[config.mk]
export PLATFORM = sky130hd
export DESIGN_NAME = crcg_sqrt_cell
export DESIGN_NICKNAME = d
export VERILOG_FILES = /design/src/sv/crcg_pkg.sv /design/src/sv/crcg_sqrt_cell.sv
export SDC_FILE = /design/constraint.sdc
export NUM_CORES = 1
export LEC_CHECK = 0
export BUFFER_PORTS_ARGS = -buffer_cell sky130_fd_sc_hd__buf_2
export CORE_AREA = 2 2 207 209
export CTS_BUF_LIST = sky130_fd_sc_hd__clkbuf_4
export CTS_CLUSTER_SIZE = 20
export DETAILED_ROUTE_END_ITERATION = 7
export DIE_AREA = 0 0 209 211
export HOLD_SLACK_MARGIN = 0.02
export MAX_ROUTING_LAYER = met4
export PLACE_DENSITY_LB_ADDON = 0.08
export REMOVE_ABC_BUFFERS = 1
export SLEW_MARGIN = 15
export SYNTH_ARGS = -nofsm -noshare
export SYNTH_HDL_FRONTEND = slang
export SYNTH_SLANG_ARGS = --single-unit
[constraint.sdc]
create_clock -name clock -period 10.01 [get_ports clock]
set_input_delay 3.003 -clock clock [delete_from_list [all_inputs] [get_ports clock]]
set_output_delay 3.003 -clock clock [all_outputs]
set_load 0.1 [all_outputs]
[src/sv/crcg_pkg.sv]
`timescale 1ns / 1ps
`default_nettype none
package crcg_pkg;
   localparam int DW = 33;   // magnitude of a coordinate difference
   localparam int SW = 67;   // sum of three squares
   localparam int RW = 34;   // root width
   localparam int QW = 17;   // normal magnitude width
   localparam logic [16:0] ONE_Q16 = 17'd65536;

   typedef struct packed {
      logic          rod;
      logic [9:0]    tag;
      logic [DW-1:0] mx;
      logic [DW-1:0] my;
      logic [DW-1:0] mz;
      logic          sx;
      logic          sy;
      logic          sz;
      logic [31:0]   rest;
      logic [16:0]   bnc;
   } link_type;

   // root-finding cell state
   typedef struct packed {
      logic          vld;
      link_type      lk;
      logic [SW-1:0] rem;
      logic [RW-1:0] root;
   } sq_type;

   // divide cell state: three parallel restoring quotients
   typedef struct packed {
      logic          vld;
      logic          emit;
      logic          flip;
      logic [9:0]    tag;
      logic [31:0]   pen;
      logic [16:0]   bnc;
      logic [RW-1:0] dlen;
      logic [RW+1:0] rx;
      logic [RW+1:0] ry;
      logic [RW+1:0] rz;
      logic [DW+16:0] nx;
      logic [DW+16:0] ny;
      logic [DW+16:0] nz;
      logic [QW+32:0] qx;
      logic [QW+32:0] qy;
      logic [QW+32:0] qz;
      logic          sx;
      logic          sy;
      logic          sz;
   } dv_type;
endpackage
`default_nettype wire

[src/sv/crcg_sqrt_cell.sv]
`timescale 1ns / 1ps
`default_nettype none
module crcg_sqrt_cell #(
   parameter int BIT = 0
) (
   input  wire logic           clock,
   input  wire logic           reset,
   input  wire logic           adv,
   input  wire crcg_pkg::sq_type din,
   output crcg_pkg::sq_type     dout
);
   import crcg_pkg::*;
   // non-restoring-free digit step: try (2r+2^b)*2^b
   logic [SW-1:0] trial;
   sq_type        nxt_in;
   always_comb begin
      trial  = ({{(SW-RW){1'b0}}, din.root} << (BIT + 1)) + (SW'(1) << (2 * BIT));
      nxt_in = din;
      if (din.rem >= trial) begin
         nxt_in.rem  = din.rem - trial;
         nxt_in.root = din.root | (RW'(1) << BIT);
      end
   end
   always_ff @(posedge clock) begin
      if (reset) dout.vld <= 1'b0;
      else if (adv) dout.vld <= din.vld;
      if (adv) begin
         dout.lk   <= nxt_in.lk;
         dout.rem  <= nxt_in.rem;
         dout.root <= nxt_in.root;
      end
   end
endmodule
`default_nettype wire

* After elaboration in Yosys (flattened, before gate mapping)
Index checks and enable logic that the tools add are counted.
Operators by class: add/subtract/negate cells 2, order comparisons 1, mux-type cells 1
Operators by type and width (number):
- $mux W101 | 1
- $ge A67 B36 Y1 | 1
- $sub A67 B36 Y67 | 1
- $add A35 B1 Y36 const B | 1
Word-level totals: register bits 264, bits of input ports 267, output and inout port bits 264

* Longest topological paths before layout
depth in word-level cells 3, mapped depth 13, mapped depth without buffers 12

* Worst setup path after synthesis
Ideal clock, no wire load.
path kind input to register, start point input din[5] (netlist name), end point register dout[91] (netlist name), data pin, setup time 258 ps, arrival time 5394 ps, path slack 4359 ps, stages 11, cell sequence inv_1 > ha_1 > a21o_1 > a211oi_1 > o221a_2 > a21oi_1 > nor4b_1 > nor3_1 > nor4b_4 > nand4_1 > xnor2_1
RTL lines:
- start: declaration | RTL line crcg_sqrt_cell.sv:9 | input wire crcg_pkg::sq_type din,
- end: declaration | RTL line crcg_sqrt_cell.sv:10 | output crcg_pkg::sq_type dout

==> impl_metrics.json <==
{
  "netlist.top_cell.by_area": "edfxtp_1",
  "drt-total-wl_mm": 42.68,
  "cts_num_sinks": 264,
  "fmax_mhz": 169.2,
  "cp.arrival_ns": 6.38,
  "synth_most_common_cell": "edfxtp_1",
  "finalSetupTns_ns": 0,
  "fp-row-count": 75,
  "synth_flop_cell": "edfxtp_1",
  "fin_crit_sh_pct": 59.05,
  "status": "completed",
  "grt_max_degree": 151,
  "dieHeight_um": 211,
  "path_class": "primary input to flip-flop",
  "largest_register": "dout",
  "postCtsSetupBuffers": 0,
  "syn_to_final_growth_pct": 37.03,
  "total_leakage_power_nw": 6.766,
  "fp.coreArea_um2": 41760,
  "reg_top3": "dout x264",
  "rsz0062_at_grt": "false",
  "drive_gt1_share_pct": 45.99,
  "synthesis.area_um2": 11450,
  "cts_hold_buf": 0,
  "rrSetupSlack_ns": 9.42,
  "synth_edf_count": 263,
  "ys_ff_latch": 264,
  "crit_required_ns": 10.48,
  "first_pass_iters": 5,
  "final_util_pct": 37.59,
  "cts_buffers": 77,
  "synth_commonest_cells": "edfxtp_1, nor2_1, nand2_1",
  "irDropWorstVdd_mv": 0.08843,
  "worst_slew_pin_slew_ns": 0.9736,
  "hold_path_class": "flip-flop to flip-flop",
  "start_util_pct": 27.43,
  "ys_types": 69,
  "finalHoldViolCount": 0,
  "n_fill_cell": 4204,
  "grt_usage_pct": 19.28,
  "avgRoutedWirePerCell_um": 21.23,
  "grt_pass1_wl_mm": 60.08,
  "cts_tree": "done",
  "overflow": 0,
  "largest_reg_flops": 264,
  "root_buffer": "clkbuf_4",
  "die_x_um": 209,
  "drc": 0,
  "vias_per_cell": 4.513,
  "dpl.hpwl_mm": 33.14,
  "crit_fanout": 56,
  "clock_path_buffers": 3,
  "maxCapViolCount": 0,
  "clk_pin_slew_worst_paths_ns": 0.06,
  "ys_warn_count": 0,
  "fin_area_um2": 15700,
  "dieArea_um2": 44100,
  "antenna_found_initial": 15,
  "post-route-min-period_ns": 5.911,
  "synthTopCellsByArea": "edfxtp_1, ha_1, a21oi_1",
  "finalPower_mw": 3.493,
  "placed_area_um2": 14720,
  "final_nets": 1714,
  "insertion_delay_ns": 0.75,
  "setup_violations": 0,
  "synth_top_area_share_pct": 68.95,
  "maxSlewViolCount": 0,
  "gp_congestion": 0.8791,
  "io_buffers": 530,
  "ys_seq_area_share_pct": 69.13,
  "async_flop_share_pct": 0,
  "vias": 9071,
  "grt_pass1_vias": 9142,
  "h-tree-depth": 3,
  "cp-end-kind": "flip-flop",
  "syn_avg_cell_area_um2": 13.88,
  "max_slew_margin_pct": 35.09,
  "drt-initial-drc-count": 541,
  "final_antenna_net_count": 0,
  "start_kind": "primary input",
  "synth_cells": 825,
  "clock_skew_ns": 0,
  "io-pin-count": 531,
  "cts_resized": 0,
  "p_per_area_nw_per_um2": 222.5
}
[logic make-up (layout without fill, tap and decap cells)]
family | Yosys count | count (layout) | synth area share (%)
AOI/OAI and AO/OA | 149 | 149 | 8.521
buffers and inverters | 71 | 705 | 2.436
xor gates and xnor gates | 60 | 60 | 4.588
DFF | 264 | 264 | 69.13
adders and majority gates | 36 | 36 | 3.998
other | 0 | 12 | 0
and+or+nand+nor | 243 | 243 | 11.14
muxes | 2 | 2 | 0.1857
[final timing paths]
kind	from	cells past startpoint	endpoint
worst max-delay path	din[2]	13	dout[100]
worst max register to register	dout[263]	2	dout[263]
worst min-delay path	dout[263]	2	dout[263]
worst min register to register	dout[263]	2	dout[263]
[stage by stage]
stage	setup WS, ns	cells	hold slack (ns)
after floorplan	3.594	800	0.9705
after global placement	3.452	1871	0.4770
after detailed placement	3.304	1871	0.4908
after CTS	4.148	1998	0.5054
after global routing	3.822	2010	0.5554
final	4.099	2010	0.5008
[layout by cell type (no fill, tap or decap), types with 27 or more instances in the layout]
cell type  count
inv_1         46
xor2_1        27
nand2_1       64
nor2_1        65
xnor2_1       33
edfxtp_1     263
clkbuf_4     109
ha_1          35
a21oi_1       63
buf_2        529
[area by class of cell]
class,count,area [µm²],area share (%)
flip-flops and latches,264,7918,50.45
diodes,12,30.03,0.1913
clock inverters,18,130.1,0.8291
multi-input cells,490,3262,20.78
repair buffers,532,2690,17.14
clock buffers,109,818.3,5.214
well taps,539,674.4,4.297
inverters,46,172.7,1.100
[worst max-delay path, cell delays in order]
cell,delay (ns)
buf_2,0.09
inv_1,0.04
ha_1,0.36
nand3_1,0.16
o211ai_2,0.35
nand4_1,0.21
a2111oi_2,0.50
o21ai_1,0.28
nand3_2,0.13
buf_4,0.50
nand3_2,0.33
nor4_1,0.32
xor2_1,0.11
[where the power goes]
| part | total, mW | leakage (nW) | internal (mW) | switching, mW |
|---|---|---|---|---|
| Combinational | 1.11 | 3.62 | 0.177 | 0.934 |
| Clock | 1.02 | 0.563 | 0.549 | 0.475 |
| Sequential | 1.36 | 2.58 | 1.33 | 0.0227 |
[layer usage]
layer  vias up  wire length (µm)  GRT usage [%]
met2       383             21780          32.89
met4         0              1439          8.473
li1       4325                 -              -
met3        80              3329          6.854
met5         -                 0              -
met1      4283             16120          20.14
No activity file was read; power rests on OpenSTA's default activity.
