$ cat config.mk
export PLATFORM = sky130hd
export DESIGN_NAME = crcg_div_cell
export DESIGN_NICKNAME = d
export VERILOG_FILES = /design/src/sv/crcg_pkg.sv /design/src/sv/crcg_div_cell.sv
export SDC_FILE = /design/constraint.sdc
export NUM_CORES = 1
export LEC_CHECK = 0
export BUFFER_PORTS_ARGS = -buffer_cell sky130_fd_sc_hd__buf_2
export CORE_AREA = 2 2 395 397
export DETAILED_ROUTE_END_ITERATION = 12
export DIE_AREA = 0 0 397 399
export GPL_TIMING_DRIVEN = 0
export HOLD_SLACK_MARGIN = 0.03
export PLACE_DENSITY = 0.31
export RECOVER_POWER = 100
export SLEW_MARGIN = 20
export SYNTH_ARGS = -nofsm -noshare
export SYNTH_HDL_FRONTEND = slang
export SYNTH_SLANG_ARGS = --single-unit
$ cat constraint.sdc
create_clock -name clock -period 33.3 [get_ports clock]
set_input_delay 1.665 -clock clock [delete_from_list [all_inputs] [get_ports clock]]
set_output_delay 1.665 -clock clock [all_outputs]
set_load 0.02 [all_outputs]
$ cat src/sv/crcg_pkg.sv
`timescale 1ns / 1ps
`default_nettype none
package crcg_pkg;
   localparam int DW = 33;   // magnitude of a coordinate difference
   localparam int SW = 67;   // sum of three squares
   localparam int RW = 34;   // root width
   localparam int QW = 17;   // normal magnitude width
   localparam logic [16:0] ONE_Q16 = 17'd65536;

   typedef struct packed {
      logic          rod;
      logic [9:0]    tag;
      logic [DW-1:0] mx;
      logic [DW-1:0] my;
      logic [DW-1:0] mz;
      logic          sx;
      logic          sy;
      logic          sz;
      logic [31:0]   rest;
      logic [16:0]   bnc;
   } link_type;

   // root-finding cell state
   typedef struct packed {
      logic          vld;
      link_type      lk;
      logic [SW-1:0] rem;
      logic [RW-1:0] root;
   } sq_type;

   // divide cell state: three parallel restoring quotients
   typedef struct packed {
      logic          vld;
      logic          emit;
      logic          flip;
      logic [9:0]    tag;
      logic [31:0]   pen;
      logic [16:0]   bnc;
      logic [RW-1:0] dlen;
      logic [RW+1:0] rx;
      logic [RW+1:0] ry;
      logic [RW+1:0] rz;
      logic [DW+16:0] nx;
      logic [DW+16:0] ny;
      logic [DW+16:0] nz;
      logic [QW+32:0] qx;
      logic [QW+32:0] qy;
      logic [QW+32:0] qz;
      logic          sx;
      logic          sy;
      logic          sz;
   } dv_type;
endpackage
`default_nettype wire

$ cat src/sv/crcg_div_cell.sv
`timescale 1ns / 1ps
`default_nettype none
module crcg_div_cell (
   input  wire logic           clock,
   input  wire logic           reset,
   input  wire logic           adv,
   input  wire crcg_pkg::dv_type din,
   output crcg_pkg::dv_type     dout
);
   import crcg_pkg::*;
   dv_type n;
   function automatic void step(input logic [RW+1:0] r, input logic [DW+16:0] num,
                                input logic [RW-1:0] d, output logic [RW+1:0] ro,
                                output logic [DW+16:0] no, output logic qb);
      logic [RW+1:0] t;
      begin
         t  = {r[RW:0], num[DW+16]};
         no = num << 1;
         if (t >= {2'b00, d}) begin
            ro = t - {2'b00, d};
            qb = 1'b1;
         end else begin
            ro = t;
            qb = 1'b0;
         end
      end
   endfunction
   logic bx, by, bz;
   always_comb begin
      n = din;
      step(din.rx, din.nx, din.dlen, n.rx, n.nx, bx);
      step(din.ry, din.ny, din.dlen, n.ry, n.ny, by);
      step(din.rz, din.nz, din.dlen, n.rz, n.nz, bz);
      n.qx = {din.qx[QW+31:0], bx};
      n.qy = {din.qy[QW+31:0], by};
      n.qz = {din.qz[QW+31:0], bz};
   end
   always_ff @(posedge clock) begin
      if (reset) dout.vld <= 1'b0;
      else if (adv) dout <= n;
   end
endmodule
`default_nettype wire

# Word-level counts from Yosys, hierarchy flattened
# Index checks and enable logic that the tools add are counted.
dict set report word_totals {
  ff_bits 504
  inputBits 510
  out_inout_bits 507
  word_cells 33
}
dict set report op_classes {
  n_addsub 3
  order_cmp 3
  muxes 6
  bitwise 1
  reduce_logical 1
}
# cell n
set op_table {}
lappend op_table {{$ge A36 B34 Y1} 3}
lappend op_table {{$mux W36} 3}
lappend op_table {{$sub A36 B34 Y36} 3}
lappend op_table {{$mux W1} 3}
lappend op_table {{$reduce_and A2 Y1} 1}
lappend op_table {{$not A1 Y1} 1}

# Logic depth before layout (Yosys ltp)
# Gate-level depths: netlist (run 1).
dict set report depth {
  depth_word 2
  mapped_depth 14
  mapped_depth_nobuf 12
}

# Worst setup path after synthesis (run 1)
# No wires, ideal clock.
dict set report synth_path {
  path_kind {input port to flip-flop}
  start {in reset}
  end {reg dout[0] (netlist name) (enable)}
  setup_time_ns 1.450
  arrival_time_ns 23.864
  required_ns 31.850
  setup_slack_ns 7.987
  path_stages 1
  path_buffers 0
  path_cell_list {nor2b_1}
}
dict set report synth_between {
  elab_chain_cells 2
}
# element line
set synth_rtl {}
lappend synth_rtl {{from (decl)} crcg_div_cell.sv:5} ;# input wire logic reset,
lappend synth_rtl {{$not A1 Y1 (no line)} -}
lappend synth_rtl {{$reduce_and A2 Y1 (no line)} -}
lappend synth_rtl {{to (signal assigned)} crcg_div_cell.sv:40} ;# else if (adv) dout <= n;
lappend synth_rtl {{to (decl)} crcg_div_cell.sv:8} ;# output crcg_pkg::dv_type dout
# No other way between the ends.
# A chain may end at the register's enable or synchronous reset.

# Worst setup path after layout (run 1)
dict set report layout_path {
  start {in adv}
  end {reg dout[112] (netlist name) (enable)}
}
dict set report layout_between {
  elab_chain_cells 1
}
# element line
set layout_rtl {}
lappend layout_rtl {{from (decl)} crcg_div_cell.sv:6} ;# input wire logic adv,
lappend layout_rtl {{$reduce_and A2 Y1 (no line)} -}
# No other way between the ends.

==> reports/results.txt, run 1 <==
First-pass GRT wire length -> 176.7 mm
WP data required -> 33.61 ns
Hold buffer count at CTS -> 0
Synth Area in Compound Gates -> 0.1120
Adder-cell share of the synthesized area -> 0.06042
Multi-input logic area -> 6467 µm²
Skew-Pair Late Insertion Delay -> 0.67 ns
Hold Vio Cnt, Final -> 0
Comb power frac -> 0.177
1st-iter DRT viols -> 1014
Setup Buffers After CTS -> 0
GPL Wtd Cong -> 0.8934
Total power -> 0.001905 W
Max reg flops -> 504
Biggest regs -> dout: 504 flops
Sequential-to-total area share from yosys stat -> 0.6838
Post-Synth Simple-Gate Area -> 0.07241
Clock Tree Root -> clkbuf_16
Period minus WS final -> 8.725 ns
RSZ-0062 raised after global routing -> no
Ys async rst share -> 0
Sw power -> 0.0005889 W
Detailed Place HPWL -> 120.3 mm
Main combinational cell family by area after synthesis -> compound AO/OA/AOI/OAI gates
Final setup fails -> 0
R2r setup slk -> 32.71 ns
CP Launch Type -> input pin
Hold Path Cell Cnt -> 2
Peak supply drop -> 0.00003383 V
Top cell type's share of synthesized area -> 0.6829
Run status -> finished, final reports clean
Area leader, netlist -> edfxtp_1
Least-Margin Pin Slew -> 1.473 ns
Clock transition at path regs -> 0.06 ns
Area after DPL -> 30340 µm²
RR Startpoint -> dout[506]
Post-Syn Instances -> 1593
Core area -> 153700 µm²
Crit Path Max Fanout -> 23
LEAKAGE -> 11.56 nW
Clock power frac -> 0.417
WP data arrival -> 9.03 ns
Synth Register Bits -> 504
Top cells by count, synth -> edfxtp_1 (503), a21oi_1 (148), nor2_1 (117)
P_int -> 0.001316 W
Final #Nets -> 3317
Top post-synthesis cells by area -> edfxtp_1 (68%), ha_1 (5.8%), a21oi_1 (3.3%), xnor2_1 (2.2%), o21ai_0 (2.1%)
CTS tree -> built
Worst Setup End Kind -> flip-flop
Ports -> 1017
Placed insts -> 4672
Row count -> 144
Fmax -> 114.6 MHz
Post-route design area -> 31520 µm²
Aggregate global-route resource usage -> 0.1693
Pwr dens -> 60.45 nW/µm²
DIE HEIGHT -> 399 µm
Sequential cell area -> 15120 µm²
Initial antenna violation count -> 112
Layout cell share with drive strength beyond 1 -> 0.2210
Filler cells -> 17055
Syn Area/Cell -> 13.88 µm²
Final WL -> 139.9 mm
Via count -> 18241
Max clock buf depth -> 3
Hold EP -> dout[506]
Htree depth -> 3
Finished Core Util -> 0.2051
Sequential power share -> 0.407
Antenna Violating Nets Remaining -> 0
P&R area growth vs syn -> 42.50%
Mux cell area share after synthesis -> 0.009051
Worst hold path type -> flip-flop to flip-flop
Count of cell types in the netlist -> 63
Reg2Reg Capture Point -> dout[506]
DIE AREA -> 158400 µm²
Max-cap violations -> 0
Wirelength per Cell -> 29.02 µm
Fin crit share -> 0.2620
Switching Share -> 0.3091
DRC -> 0
Count leader, synth -> edfxtp_1
Worst Reg-to-Reg Cells -> 2
Worst hold start -> dout[506]
Inserted Clock Buffers -> 72
Fin cells -> 4820
Die W -> 397 µm
Synth warn -> 0
Vias per cell -> 3.784
Mapped Area -> 22120 µm²
Post-Synth XOR/XNOR Area -> 0.03881
Grt ovf -> 0
Number of synthesized flops with an enable pin -> 503
Count of pins over their slew limit -> 0
Largest net degree at the start of global routing -> 25
First-pass iteration count of the detailed router -> 5
# port buffers -> 1007
Post-cts resize count -> 0
Setup CP Type -> input pin to flip-flop
Starting Density -> 0.1439
Slew margin rel. -> 0.01777
TritonCTS Sinks -> 504
Vias in the first global route -> 18282
Top FF cell, synth -> edfxtp_1
Clk_skew -> 0 ns
Largest register by flop count -> dout
metal layers:
| metal | part of all wire | GRT usage | vias up |
|---|---|---|---|
| li1 | - | - | 8309 |
| met1 | 0.34 | 0.1652 | 8849 |
| met2 | 0.51 | 0.3031 | 727 |
| met3 | 0.12 | 0.09684 | 262 |
| met4 | 0.029 | 0.04665 | 94 |
| met5 | 0.0042 | 0 | - |
cell type report:
class | instances | area share
diodes | 20 | 0.001588
plain buffers | 56 | 0.007622
clock buffers | 83 | 0.05848
clock inverters | 45 | 0.01687
inverters | 62 | 0.007384
multi-input cells | 973 | 0.2052
flip-flops and latches | 504 | 0.4799
well taps | 2044 | 0.08114
repair buffers | 1033 | 0.1418
how the worst max path moves through the flow:
stage | from | to | slack [ns] | cells after the start
final | adv | dout[112] | 24.57 | 9
after global routing | adv | dout[476] | 23.76 | 9
after CTS | din[427] | dout[328] | 27.86 | 14
after detailed placement | din[427] | dout[328] | 27.12 | 14
after global placement | adv | dout[450] | -7.87 | 2
after floorplan | reset | dout[0] | 7.99 | 1
worst max-delay path, stage by stage:
cell,delay [ns]
clkbuf_1,0.12
nor2b_1,0.97
clkbuf_1,0.76
clkbuf_1,1.00
clkbuf_1,0.75
clkbuf_1,0.99
clkbuf_1,1.04
clkbuf_1,0.89
clkbuf_1,0.78
placed cells by master (no fill, tap or decap), types with 8 or more instances in the layout:
cell       instances
xnor2_1           55
o21bai_1          12
clkinv_2          15
edfxtp_1         503
nand4_1           31
nor3_1            14
a21oi_1          148
nor2b_1           13
inv_1             62
o21a_1            16
a21o_1            50
a211oi_1          20
o211ai_1           9
clkbuf_16         72
o21ai_0           91
nand3_1           22
clkbuf_1         616
buf_2            477
a31oi_1           12
diode_2           20
clkinv_1          12
nor2_1           117
nor4_1             8
mux2_2            12
nand2b_1          14
xor2_1            43
o31ai_1            8
nand2_1           99
ha_1             102
kinds of logic after synthesis:
logic type | count (synthesis)
flip-flops | 504
AND/OR/NAND/NOR | 345
XOR/XNOR | 98
AO/OA/AOI/OAI | 404
buffers and inverters | 118
multiplexers | 18
adder cells (fa/ha/maj) | 105
other | 1
through the flow:
step                      setup TNS, ns  hold slack (ns)  worst slack, ns
after global placement         -3900.05           0.4826           -7.868
final                                 0           0.5150            24.57
after floorplan                       0           0.5788            7.987
after detailed placement              0           0.4822            27.12
after CTS                             0           0.4982            27.86
after global routing                  0           0.5288            23.76
power groups by stage:
stage	clock network, W	logic (W)	registers, W
final	0.000794	0.000336	0.000775
after global routing	0.000845	0.000366	0.000779
after CTS	0.000830	0.000371	0.000773
after detailed placement	0	0.000368	0.000785
after global placement	0	0.000362	0.000824
after floorplan	0	0.000125	0.000870
Note: power is estimated with default switching activity, not from simulation.
==> run 2: changes to the inputs <==
--- a/config.mk
+++ b/config.mk
@@ -5,13 +5,14 @@
 export SDC_FILE = /design/constraint.sdc
 export NUM_CORES = 1
 export LEC_CHECK = 0
+export ABC_AREA = 1
 export BUFFER_PORTS_ARGS = -buffer_cell sky130_fd_sc_hd__buf_2
-export CORE_AREA = 2 2 395 397
+export CORE_AREA = 2 2 399 401
 export DETAILED_ROUTE_END_ITERATION = 12
-export DIE_AREA = 0 0 397 399
+export DIE_AREA = 0 0 401 403
 export GPL_TIMING_DRIVEN = 0
 export HOLD_SLACK_MARGIN = 0.03
-export PLACE_DENSITY = 0.31
+export PLACE_DENSITY = 0.32
 export RECOVER_POWER = 100
 export SLEW_MARGIN = 20
 export SYNTH_ARGS = -nofsm -noshare
==> constraint.sdc (replaced) <==
create_clock -name clock -period 9.1 [get_ports clock]
set_input_delay 0.455 -clock clock [delete_from_list [all_inputs] [get_ports clock]]
set_output_delay 0.455 -clock clock [all_outputs]
set_load 0.02 [all_outputs]
==> run 2 against run 1 <==
Against the previous run:
- sequential power rose to 3.7 times the previous value
- synthesized cell count rose by 59%
- combinational power rose to 4.6 times the previous value
- setup slack got worse by 21 ns
- routed wire length rose by 15%
- power rose to 3.8 times the previous value
- critical path depth did not move
- flip-flop and latch count did not move
- register-to-register slack got worse by 25 ns
- non-clock buffer count rose by 362
- largest cell class unchanged
- highest routed layer unchanged
==> reports/results.txt, run 2 <==
Inserted Clock Buffers -> 70 (-2.8%)
Final WL -> 160.3 mm (+15%)
Final #Nets -> 4652 (+40%)
Run status -> finished, final reports clean
Max clock buf depth -> 3 (unchanged)
WP data required -> 9.44 ns (-24.17 ns)
Core area -> 157500 µm² (+2.5%)
Count of cell types in the netlist -> 32 (-49%)
Least-Margin Pin Slew -> 1.464 ns (-0.008880 ns)
Synth Register Bits -> 504 (unchanged)
Number of synthesized flops with an enable pin -> 503 (unchanged)
Via count -> 23468 (+29%)
Post-Syn Instances -> 2537 (+59%)
Detailed Place HPWL -> 137.2 mm (+14%)
LEAKAGE -> 16.34 nW (+41%)
CP most frequent cell -> clkbuf_1
Layout cell share with drive strength beyond 1 -> 0.1522 (-0.06882)
DIE AREA -> 161600 µm² (+2.0%)
Main combinational cell family by area after synthesis -> simple AND/OR/NAND/NOR gates
Adder-cell share of the synthesized area -> 0.05362 (-0.006800)
Top cell type's share of synthesized area -> 0.6061 (-0.07687)
Synth Area in Compound Gates -> 0.02390 (-0.08811)
CP cell instances -> dlygate4sd3_1, clkbuf_1, nor2_1, clkbuf_1, clkbuf_1, clkbuf_1, clkbuf_1, buf_12, buf_12
Area leader, netlist -> edfxtp_1
Ports -> 1017 (unchanged)
Final setup fails -> 0 (unchanged)
Count leader, synth -> nand2_1
Crit-path leading delay family -> buffers and inverters
Aggregate global-route resource usage -> 0.1920 (+0.02275)
Skew-Pair Late Insertion Delay -> 0.64 ns (-0.03 ns)
CP Launch Type -> input pin
Biggest regs -> dout: 504 flops
Mux cell area share after synthesis -> 0 (-0.009051)
1st-iter DRT viols -> 1324 (+31%)
TNS Setup -> 0 ns (unchanged)
Worst hold path type -> input pin to flip-flop
Period minus WS final -> 5.573 ns
Fin Hold WS -> 0.1072 ns (-0.4078 ns)
Setup CP Type -> input pin to flip-flop
CTS tree -> built
Slew margin rel. -> 0.02369 (+0.005920)
Worst Reg-to-Reg Cells -> 3 (+1)
Hold EP -> dout[377]
RSZ-0062 raised after global routing -> no
Wirelength per Cell -> 25.89 µm (-11%)
Max-cap violations -> 0 (unchanged)
RR Startpoint -> dout[506]
Ys async rst share -> 0 (unchanged)
Die W -> 401 µm (+1.0%)
Fin crit share -> 0.6124
Hold Vio Cnt, Final -> 0 (unchanged)
Initial antenna violation count -> 98 (-13%)
R2r setup slk -> 7.98 ns (-24.73 ns)
Vias per cell -> 3.791 (+0.16%)
Htree depth -> 3 (unchanged)
Clock Tree Root -> clkbuf_16
Sequential-to-total area share from yosys stat -> 0.6069 (-0.07697)
Most frequent cells in the layout -> nand2_1 (979), clkbuf_1 (589), edfxtp_1 (503), buf_2 (468), dlygate4sd3_1 (394)
Largest register by flop count -> dout
Crit Path Max Fanout -> 24 (+4.3%)
Worst Path Buf+Inv -> 8 (unchanged)
Fin cells -> 6191 (+28%)
Post-Synth XOR/XNOR Area -> 0.01898 (-0.01983)
DIE HEIGHT -> 403 µm (+1.0%)
Top FF cell, synth -> edfxtp_1
Largest net degree at the start of global routing -> 26 (+4.0%)
Slowest CP cell -> clkbuf_1
GPL Wtd Cong -> 0.8914 (-0.22%)
Worst stage delay on the critical path -> 1.14 ns (+0.10 ns)
Starting Density -> 0.1583 (+0.01436)
Top post-synthesis cells by area -> edfxtp_1 (61%), nand2_1 (15%), ha_1 (5.1%), inv_1 (5.1%), nor2_1 (3.1%)
DRC -> 0 (unchanged)
Worst Setup End Kind -> flip-flop
Post-Synth Simple-Gate Area -> 0.2355 (+0.1630)
Reg2Reg Capture Point -> dout[506]
Synth warn -> 0 (unchanged)
Grt ovf -> 0 (unchanged)
Placed insts -> 5643 (+21%)
Syn Area/Cell -> 9.824 µm² (-29%)
Peak supply drop -> 0.0001132 V (+230%)
Clk_skew -> 0 ns (unchanged)
# port buffers -> 1007 (unchanged)
Setup Buffers After CTS -> 0 (unchanged)
Pwr dens -> 189.7 nW/µm² (+210%)
P&R area growth vs syn -> 53.33%
First-pass GRT wire length -> 208.6 mm (+18%)
Most common cell after layout, fill and taps aside -> nand2_1
First-pass iteration count of the detailed router -> 5 (unchanged)
Antenna Violating Nets Remaining -> 0 (unchanged)
Max reg flops -> 504 (unchanged)
Vias in the first global route -> 23436 (+28%)
WP data arrival -> 5.91 ns (-3.12 ns)
Fmax -> 179.4 MHz
Worst hold start -> din[376]
Clock transition at path regs -> 0.05 ns (about the same)
TritonCTS Sinks -> 504 (unchanged)
Hold Path Cell Cnt -> 3 (+1)
Top cells by count, synth -> nand2_1 (973), edfxtp_1 (503), inv_1 (339)
Row count -> 146 (+1.4%)
Mapped Area -> 24920 µm² (+13%)
Count of pins over their slew limit -> 0 (unchanged)
==> run 2: report_power, final <==
part           internal, W  switching (W)
Clock              0.00172        0.00116
Combinational     0.000477        0.00107
Sequential         0.00278      0.0000529
==> run 2: worst register-to-register path: stages (launching register included) <==
cell and delay [ns]:
dfxtp_1 0.32, nand2_1 0.05, a21oi_1 0.12, dlygate4sd3_1 0.57
==> run 2: what timing repair did <==
item                                   in CTS  in global routing
hold buffers                              394                  0
endpoints found under the hold margin     393                  0
gates resized for setup                     0                  0
==> run 2: per-stage QoR <==
stage                     setup slack (ns)  power, W  area, µm²    util
after floorplan                     0.7581  0.003660      24940       -
after CTS                            5.585  0.007501      39400  0.2502
after detailed placement             5.527  0.004372      33130  0.2104
final                                3.527  0.007251      38210  0.2427
after global routing                 3.014  0.007601      38160  0.2424
after global placement              -4.402  0.004393      32570  0.2068
==> run 2: final cells by class <==
| class | instances | area (µm²) |
|---|---|---|
| buffer | 25 | 113.9 |
| fill | 17641 | 119300 |
| timing repair buffer | 1426 | 8508 |
| multi-input combinational | 1667 | 8182 |
| tap | 2072 | 2592 |
| antenna | 31 | 77.57 |
| inverter | 343 | 1287 |
| clock inverter | 42 | 513.0 |
| sequential | 504 | 15120 |
| clock buffer | 81 | 1814 |
==> run 2: cell families after synthesis <==
group           after synthesis
other cells                   1
simple gates               1394
flops                       504
buf+inv                     368
xor+xnor                     54
compound gates              111
fa+ha+maj                   105
==> run 2: worst max path at each step <==
stage	start	slack [ns]	cells after the start	end
final	reset	3.53	9	dout[221]
after global routing	reset	3.01	9	dout[221]
after CTS	din[430]	5.59	15	dout[374]
after detailed placement	din[430]	5.53	14	dout[374]
after global placement	adv	-4.40	3	dout[337]
after floorplan	adv	0.76	2	dout[0]
==> run 2: layer usage <==
layer | track usage | routed length, µm | share of wire | vias up
met5 | 0 | 241 | 0.0015 | -
met4 | 0.06693 | 5956 | 0.037 | 42
met3 | 0.08938 | 17040 | 0.11 | 220
li1 | - | - | - | 11315
met2 | 0.3128 | 74090 | 0.46 | 835
met1 | 0.2203 | 62980 | 0.39 | 11056
==> run 3: changes to the inputs <==
==> constraint.sdc (replaced) <==
create_clock -name clock -period 5.5 [get_ports clock]
set_input_delay 0.275 -clock clock [delete_from_list [all_inputs] [get_ports clock]]
set_output_delay 0.275 -clock clock [all_outputs]
set_load 0.02 [all_outputs]
==> run 3 against run 2 <==
Against the previous run:
- the run now ends with capacitance limit, slew limit left
- non-clock buffer count is 89 higher
- count of clock-buffer cells in the layout up 7
- sequential share of layout area down 0.96 points
- register-to-register slack lost 3.6 ns
- routed wire length is essentially flat
- combinational power increased by 70%
- largest cell class unchanged
- final area increased by 2.5%
- critical endpoint is now dout[407]
- clock power is 54% higher
- hold slack got worse by 0.044 ns
- largest power group is now sequential cells
==> reports/results.txt, run 3 (same netlist as run 2, synthesis figures left out) <==
Max reg flops -> 504 (unchanged)
GPL Wtd Cong -> 0.9043 (+1.4%)
Peak supply drop -> 0.0002023 V (+79%)
Antenna Violating Nets Remaining -> 0 (unchanged)
RR Startpoint -> dout[506]
Worst hold path type -> input pin to flip-flop
Inserted Clock Buffers -> 69 (-1.4%)
Die W -> 401 µm (unchanged)
CP most frequent cell -> nand2_1
CP Launch Type -> input pin
Largest net degree at the start of global routing -> 26 (unchanged)
Hold buffer count at CTS -> 482 (+22%)
Period minus WS final -> 3.919 ns
DRC -> 0 (unchanged)
Crit-path leading delay family -> buffers and inverters
WL met3 -> 14.86 mm (-13%)
Final WL -> 160.2 mm (about the same)
WP data required -> 5.97 ns (-3.47 ns)
Final setup fails -> 0 (unchanged)
Wirelength per Cell -> 25.52 µm (-1.5%)
Fin crit share -> 0.7125
Setup CP Type -> input pin to flip-flop
Row count -> 146 (unchanged)
Vias in the first global route -> 23914 (+2.0%)
Most frequent cells in the layout -> nand2_1 (979), clkbuf_1 (585), edfxtp_1 (503), dlygate4sd3_1 (482), buf_2 (459)
Aggregate global-route resource usage -> 0.1921 (about the same)
Most common cell after layout, fill and taps aside -> nand2_1
Highest layer used for signal routing -> met5
RSZ-0062 raised after global routing -> no
R2r setup slk -> 4.38 ns (-3.60 ns)
Worst stage delay on the critical path -> 0.76 ns (-0.38 ns)
Filler cells -> 17531 (-0.62%)
Worst Setup End Kind -> flip-flop
Post-cts resize count -> 0 (unchanged)
# port buffers -> 1007 (unchanged)
Worst hold start -> din[400]
Htree depth -> 3 (unchanged)
Clock Tree Root -> clkbuf_16
First-pass GRT wire length -> 209.6 mm (+0.52%)
Detailed Place HPWL -> 136.4 mm (-0.58%)
Failing checks -> capacitance limit, slew limit
First-pass iteration count of the detailed router -> 7 (+2)
Vias per cell -> 3.793 (about the same)
Pwr dens -> 300.1 nW/µm² (+58%)
Slowest CP cell -> clkbuf_1
Count of pins over their slew limit -> 23 (+23)
Worst Reg-to-Reg Cells -> 3 (unchanged)
Setup WS pre-CTS -> 2.195 ns (-3.333 ns)
Finished Core Util -> 0.2487 (+0.006015)
Total power -> 0.01175 W (+62%)
Slew margin rel. -> -0.02403 (-0.04772)
Core area -> 157500 µm² (unchanged)
Max clock buf depth -> 3 (unchanged)
Skew-Pair Late Insertion Delay -> 0.65 ns (about the same)
LEAKAGE -> 16.70 nW (+2.3%)
Final #Nets -> 4740 (+1.9%)
Worst Path Buf+Inv -> 5 (-3)
Starting Density -> 0.1583 (unchanged)
Multi-input logic area -> 8097 µm² (-1.0%)
Via count -> 23815 (+1.5%)
Crit Path Max Fanout -> 10 (-58%)
Hold EP -> dout[401]
DIE AREA -> 161600 µm² (unchanged)
Clock transition at path regs -> 0.06 ns (about the same)
WP data arrival -> 4.39 ns (-1.52 ns)
1st-iter DRT viols -> 1358 (+2.6%)
Clk_skew -> 0 ns (unchanged)
Met2 Wirelength -> 75.48 mm (+1.9%)
Max-cap violations -> 1 (+1)
Setup Buffers After CTS -> 0 (unchanged)
Met1 Wirelength -> 66.14 mm (+5.0%)
Grt ovf -> 0 (unchanged)
Final worst slack -> 1.581 ns (-1.946 ns)
Ports -> 1017 (unchanged)
CTS tree -> built
Sequential cell area -> 15120 µm² (unchanged)
TritonCTS Sinks -> 504 (unchanged)
CP cell instances -> dlygate4sd3_1, clkbuf_1, inv_1, ha_1, nand2_1, nor2_1, nand2_1, nor2_1, nand2_1, nand3_1, nand3_2, nand2_1, clkbuf_1, buf_6, nand3_1, nand2_1
Initial antenna violation count -> 87 (-11%)
Least-Margin Pin Slew -> 1.536 ns (+0.07158 ns)
Hold Path Cell Cnt -> 3 (unchanged)
Reg2Reg Capture Point -> dout[506]
Fmax -> 255.2 MHz
Hold Vio Cnt, Final -> 0 (unchanged)
Largest register by flop count -> dout
DIE HEIGHT -> 403 µm (unchanged)
Biggest regs -> dout: 504 flops
Layout cell share with drive strength beyond 1 -> 0.1467 (-0.005467)
P&R area growth vs syn -> 57.13%
Run status -> finished, violations left
==> run 3: worst min-delay path, cell delays in order <==
cell     delay, ns
buf_2         0.14
nand2_1       0.07
nand2_1       0.09
==> run 3: routing by layer <==
metal / vias to the layer above / global-route usage
li1: 11505 / -
met1: 11311 / 0.2335
met2: 799 / 0.3192
met3: 164 / 0.07415
met4: 36 / 0.04369
met5: - / 0
==> run 3: final cells by class <==
type,instances,share of cell area
Clock inverter,37,0.008595
Timing Repair Buffer,1515,0.2457
Buffer,25,0.005112
Inverter,343,0.03320
Multi-Input combinational cell,1667,0.2068
Antenna cell,27,0.001725
Sequential cell,504,0.3862
Tap cell,2072,0.06620
Clock buffer,88,0.04646
==> run 3: through the flow <==
stage	cell area (µm²)	setup TNS (ns)	hold slack (ns)	instances
final	39160	0	0.06351	6278
after global routing	39110	0	0.03029	6256
after CTS	40170	0	0.03280	6251
after detailed placement	33190	0	0.4531	5644
after global placement	32580	-3890.45	0.4469	5618
after floorplan	24950	-1324.65	0.3441	2539
==> run 3: worst max-delay path by stage <==
stage | startpoint | endpoint | slack (ns) | depth (start not counted)
after CTS | din[429] | dout[407] | 2.27 | 16
final | din[429] | dout[407] | 1.58 | 16
after detailed placement | din[429] | dout[407] | 2.19 | 15
after global placement | adv | dout[461] | -7.86 | 3
after global routing | reset | dout[126] | 1.26 | 7
after floorplan | adv | dout[0] | -2.63 | 2
==> run 3: power by group <==
part	internal [W]	leakage, nW	switching [W]	total, W
registers	0.00459	4.73	0.0000899	0.00468
clock network	0.00250	1.04	0.00192	0.00443
logic	0.000852	10.9	0.00179	0.00264
